## config.mk

```make
export PLATFORM = sky130hd
export DESIGN_NAME = rsnp_front
export DESIGN_NICKNAME = d
export VERILOG_FILES = /design/src/design/rsnp_pkg.sv /design/src/design/rsnp_front.sv
export SDC_FILE = /design/constraint.sdc
export NUM_CORES = 1
export LEC_CHECK = 0
export BUFFER_PORTS_ARGS = -buffer_cell sky130_fd_sc_hd__buf_2
export CAP_MARGIN = 5
export CORE_MARGIN = 2
export CORE_UTILIZATION = 40
export DETAILED_ROUTE_END_ITERATION = 10
export PLACE_DENSITY_LB_ADDON = 0.25
export SLEW_MARGIN = 0
export SYNTH_ARGS = -nofsm -noshare
export SYNTH_HDL_FRONTEND = slang
export SYNTH_SLANG_ARGS = --single-unit
```

## constraint.sdc

```tcl
create_clock -name clock -period 9 [get_ports clock]
set_input_delay 1.35 -clock clock [delete_from_list [all_inputs] [get_ports clock]]
set_output_delay 1.35 -clock clock [all_outputs]
set_load 0.005 [all_outputs]
```

## src/design/rsnp_pkg.sv

```systemverilog
// Package for the ray/sphere nearest pick block: widths, register indexes,
// queue entry and helpers. No dependencies.
package rsnp_pkg;
   localparam int FRAC_BITS   = 16;
   localparam int ID_W        = 32;
   localparam int DIST_W      = 48;
   localparam int CSR_IDX_W   = 3;
   localparam int CSR_DATA_W  = 32;
   localparam int REQ_DATA_W  = 224;
   localparam int RSP_DATA_W  = 80;
   localparam int QDEPTH      = 2;
   localparam int SQ_VAL_W    = 64;
   localparam int SQ_STEPS    = (64 + FRAC_BITS + 1) / 2;

   localparam logic [CSR_IDX_W-1:0] REG_ORIGIN_X = 3'd0;
   localparam logic [CSR_IDX_W-1:0] REG_ORIGIN_Y = 3'd1;
   localparam logic [CSR_IDX_W-1:0] REG_ORIGIN_Z = 3'd2;
   localparam logic [CSR_IDX_W-1:0] REG_DIR_X    = 3'd3;
   localparam logic [CSR_IDX_W-1:0] REG_DIR_Y    = 3'd4;
   localparam logic [CSR_IDX_W-1:0] REG_DIR_Z    = 3'd5;

   // one classified entity between front and back
   typedef struct packed {
      logic              has_entity;
      logic              list_end;
      logic [ID_W-1:0]   entity_id;
      logic signed [32:0] m_x;
      logic signed [32:0] m_y;
      logic signed [32:0] m_z;
      logic signed [31:0] s_max;
   } entry_type;
endpackage

```

## src/design/rsnp_front.sv

```systemverilog
// Front end: accepts entity transactions, forms origin minus center and the
// largest scale, and pushes the result into the queue. Uses rsnp_pkg.
module rsnp_front import rsnp_pkg::*; (
   input  logic                  clock,
   input  logic                  reset,
   input  logic                  req_tvalid,
   output logic                  req_tready,
   input  logic [REQ_DATA_W-1:0] req_tdata,
   input  logic                  req_tuser,
   input  logic                  req_tlast,
   input  logic signed [31:0]    org_x,
   input  logic signed [31:0]    org_y,
   input  logic signed [31:0]    org_z,
   output logic                  q_valid,
   output entry_type             q_data,
   input  logic                  q_pop
);
   entry_type         mem_ff [QDEPTH];
   logic              wp_ff, wp_in, rp_ff, rp_in;
   logic [1:0]        cnt_ff, cnt_in;
   entry_type         ent;
   logic signed [31:0] sx, sy, sz, smax;
   logic              push;

   // form the entry
   always_comb begin
      sx = req_tdata[159:128];
      sy = req_tdata[191:160];
      sz = req_tdata[223:192];
      smax = sx;
      if (sy > smax) smax = sy;
      if (sz > smax) smax = sz;
      ent.has_entity = req_tuser;
      ent.list_end   = req_tlast;
      ent.entity_id  = req_tdata[31:0];
      ent.m_x = 33'(org_x) - 33'($signed(req_tdata[63:32]));
      ent.m_y = 33'(org_y) - 33'($signed(req_tdata[95:64]));
      ent.m_z = 33'(org_z) - 33'($signed(req_tdata[127:96]));
      ent.s_max = smax;
   end

   assign req_tready = (cnt_ff != 2'(QDEPTH));
   assign push   = req_tvalid && req_tready;
   assign q_valid = (cnt_ff != 2'd0);
   assign q_data  = mem_ff[rp_ff];

   // advance queue pointers
   always_comb begin
      wp_in  = push  ? ~wp_ff : wp_ff;
      rp_in  = q_pop ? ~rp_ff : rp_ff;
      cnt_in = cnt_ff + 2'(push) - 2'(q_pop);
   end

   always_ff @(posedge clock) begin
      if (reset) begin
         wp_ff <= 1'b0; rp_ff <= 1'b0; cnt_ff <= 2'd0;
      end else begin
         wp_ff <= wp_in; rp_ff <= rp_in; cnt_ff <= cnt_in;
      end
   end

   always_ff @(posedge clock) begin
      if (push) mem_ff[wp_ff] <= ent;
   end

   a_no_overflow: assert property (@(posedge clock) disable iff (reset)
      cnt_ff <= 2'(QDEPTH)) else $error("queue overflow");
   a_pop_nonempty: assert property (@(posedge clock) disable iff (reset)
      q_pop |-> q_valid) else $error("pop from empty queue");
   a_full_stall: assert property (@(posedge clock) disable iff (reset)
      cnt_ff == 2'(QDEPTH) |-> !req_tready) else $error("accept while full");
endmodule

```

==> metrics.cfg <==
[outcome]
status=finished clean

[clocking]
path_clk_slew_ns=0.05
cts-root-buf=clkbuf_16
clk_latency_ns=0.56
cts.repair.resized=0
cts_max_level=2
cts_tree=built
post_cts_buffers=0
clockBufferDepth=3
hold_buffers=0
cts_buffers=40
clock_sinks=335

[timing]
relSlewSlack=0.2598
finalCriticalPeriod_ns=6.796
finalHoldViolCount=0
rsz0062_at_grt=no
slew_violations=0
skew_ns=0.01654
fin_ws_ns=2.204
fin_tns_setup_ns=0
tightest_slew_ns=1.105
max_freq_mhz=147.2
fin_crit_sh=0.7551
setup_viol=0

[critical_path]
cp_cell_sequence=buf_2 > inv_1 > ha_1 > nand4_1 > or4_1 > or4_1 > o211ai_4 > buf_4 > mux2i_1 > ha_1 > a21o_1 > a21o_1 > a21oi_1 > o21ai_0 > a221oi_1 > nand3_1 > o211ai_4 > buf_4 > mux2i_1
cp-end-kind=flip-flop
crit_family=compound AO/OA/AOI/OAI gates
required_ns=9.37
start_kind=input port
cp_slowest_cell=o211ai_4
cp_num_buf_inv=4
critPathKind=input port to flip-flop
cp_max_fo=24
worstPathArrival_ns=7.16
startpoint=req_tdata[159]
reg2reg_from=cnt_ff[0]
r2r_cells=5
critical_path_depth=19
cpPeakStageDelay_ns=0.91

[drt]
routedWlPerCell_um=18.50
drc_errors=0
first_pass_iters=6
vias_per_cell=5.192
wl_mm=51.18
vias=14360
ant_nets=0
first_iter_violations=858

[synthesis]
yosys.area_share.simple=0.06318
synth-compound-area-share=0.1064
synth_edf_count=330
syn_avg_cell_area_um2=12.12
syn-instance-count=1604
dominantRegCellSynth=edfxtp_1
synth_fa_ha_area_frac=0.1073
yosys_warnings=0
synth_xor_area_frac=0.03378
synthArstFlopShare=0
ys_seq_elements=335
syn_area_mm2=0.01945
yosysUniqueCellTypes=65
synth_top_family_by_area=multiplexers
synthMuxAreaShare=0.1291
syn_nets=2095
yosysSeqAreaShare=0.5147

[floorplan]
io_pins=493
core_area_mm2=0.04785
fp.dieW_um=224.5
start_util=0.4064
die-area_mm2=0.05040
row_count=80
die_y_um=224.5

[grt]
antenna_found_initial=11
grt.busiest_layer=met2
grtUsageTotal=0.1984
use_met1=0.2283
met2_usage=0.3517
grt_overflow=0
grt_max_degree=69
grt_pass1_vias=14690
met3_usage=0.05356
grt_pass1_wl_mm=78.06

[job]
cap_violations=0

[placed_design]
io_buffers=492
place.gp.congestion=0.9390
dp_hpwl_mm=38.76
place_ws_ns=1.671

[finish]
syn2layout_area_growth_pct=22.91
layout-drive-gt1-share=0.3438
nets=2606
fin_util=0.4995
fillerInstances=4308

[hold_path]
holdPathStages=2
min_path_type=flip-flop to flip-flop
hold_start=rp_ff

[power_and_ir_drop]
pwr_density_cell_mw_per_mm2=211.9
vdd.ir_drop.worst_mv=0.1663
cellLeakagePower_uw=0.01052

## cell usage after synthesis, types with 6 or more instances
| library cell | count | area, µm² |
|---|---|---|
| inv_1 | 197 | 739.5 |
| o21a_1 | 22 | 165.2 |
| xnor2_1 | 54 | 473.0 |
| a21o_1 | 45 | 337.8 |
| nand2_1 | 70 | 262.8 |
| o31ai_1 | 7 | 52.55 |
| xor2_1 | 21 | 183.9 |
| nand4_1 | 20 | 125.1 |
| ha_1 | 162 | 2027 |
| mux2i_1 | 63 | 630.6 |
| a21boi_0 | 6 | 45.04 |
| mux2_2 | 167 | 1881 |
| nand2b_1 | 9 | 56.30 |
| o211ai_1 | 7 | 52.55 |
| a31oi_1 | 7 | 43.79 |
| nor2b_1 | 9 | 56.30 |
| nand3_1 | 17 | 85.08 |
| edfxtp_1 | 330 | 9910 |
| nor3_1 | 16 | 80.08 |
| o21bai_1 | 10 | 75.07 |
| a211o_1 | 7 | 61.31 |
| nor2_1 | 74 | 277.8 |
| o31a_1 | 6 | 52.55 |
| a21oi_1 | 95 | 475.5 |
| a211oi_1 | 6 | 45.04 |
| clkbuf_1 | 26 | 97.59 |
| and3_1 | 8 | 50.05 |
| o21ai_0 | 53 | 265.3 |
## final cells by class
| type | instances | area, µm² | area share |
|---|---|---|---|
| inverter | 197 | 739.5 | 0.03094 |
| clock buffer | 50 | 1060 | 0.04434 |
| antenna | 7 | 17.52 | 0.0007329 |
| timing repair buffer | 501 | 2530 | 0.1059 |
| multi-input combinational | 1040 | 8583 | 0.3591 |
| tap | 615 | 769.5 | 0.03220 |
| sequential | 335 | 10010 | 0.4190 |
| clock inverter | 21 | 187.7 | 0.007853 |
## worst paths after layout
check	end	slack, ns
max reg2reg	mem_ff[0][37]	6.43
min	flip-flop	0.52
min reg2reg	flip-flop	0.52
max	mem_ff[1][28]	2.20
## logic make-up after synthesis
group / Yosys count
AOI/OAI and AO/OA: 315
adders and majority gates: 165
DFF: 335
xor gates and xnor gates: 75
muxes: 230
buffers and inverters: 229
and+or+nand+nor: 255
## where the power goes
part | switching [µW] | internal, µW | total, µW
clock network | 639 | 921 | 1560
registers | 59.2 | 2110 | 2170
logic | 761 | 578 | 1340
## metrics by stage
stage / hold WS (ns) / cells / cell area [µm²] / power [µW]
global placement: 0.4987 / 2688 / 22640 / 3516
detailed placement: 0.5016 / 2688 / 22640 / 3551
global route: 0.5590 / 2763 / 23890 / 5325
CTS: 0.5163 / 2759 / 23880 / 5138
finish: 0.5222 / 2766 / 23900 / 5065
floorplan: 0.4799 / 1604 / 19450 / 3052
## cell usage in the layout, fill, tap and decap left out, types with 6 or more instances in the layout
cell type	netlist	routed
nor3_1	16	16
a21o_1	45	45
clkinv_2	0	6
diode_2	0	7
a31oi_1	7	7
buf_4	0	9
mux2_2	167	167
a21oi_1	95	95
o31a_1	6	6
a21boi_0	6	6
clkinv_1	0	7
mux2i_1	63	63
o31ai_1	7	7
a211o_1	7	7
o21a_1	22	22
o21ai_0	53	53
xnor2_1	54	54
buf_2	1	492
ha_1	162	162
clkbuf_1	26	9
inv_1	197	197
nand4_1	20	20
nor2b_1	9	9
edfxtp_1	330	330
nor2_1	74	73
and3_1	8	7
nand2_1	70	70
nand3_1	17	17
clkbuf_16	0	41
o211ai_1	7	7
xor2_1	21	21
a211oi_1	6	6
nand2b_1	9	9
o21bai_1	10	10
## worst min-delay path, stage by stage, from the launching register on
cell and delay, ns:
dfxtp_1 0.32, xnor2_1 0.09, nor2_1 0.08
## per-layer routing
layer / wire length [µm] / vias up
li1: - / 6995
met3: 3927 / 96
met5: 61 / -
met1: 20200 / 6807
met4: 1587 / 10
met2: 25410 / 452
## flip-flops by register name, summed over array words and instances (netlist names), named ones only
register / cells
cnt_ff: 2
wp_ff: 1
rp_ff: 1
mem_ff: 330
Note: power is estimated with default switching activity, not from simulation.
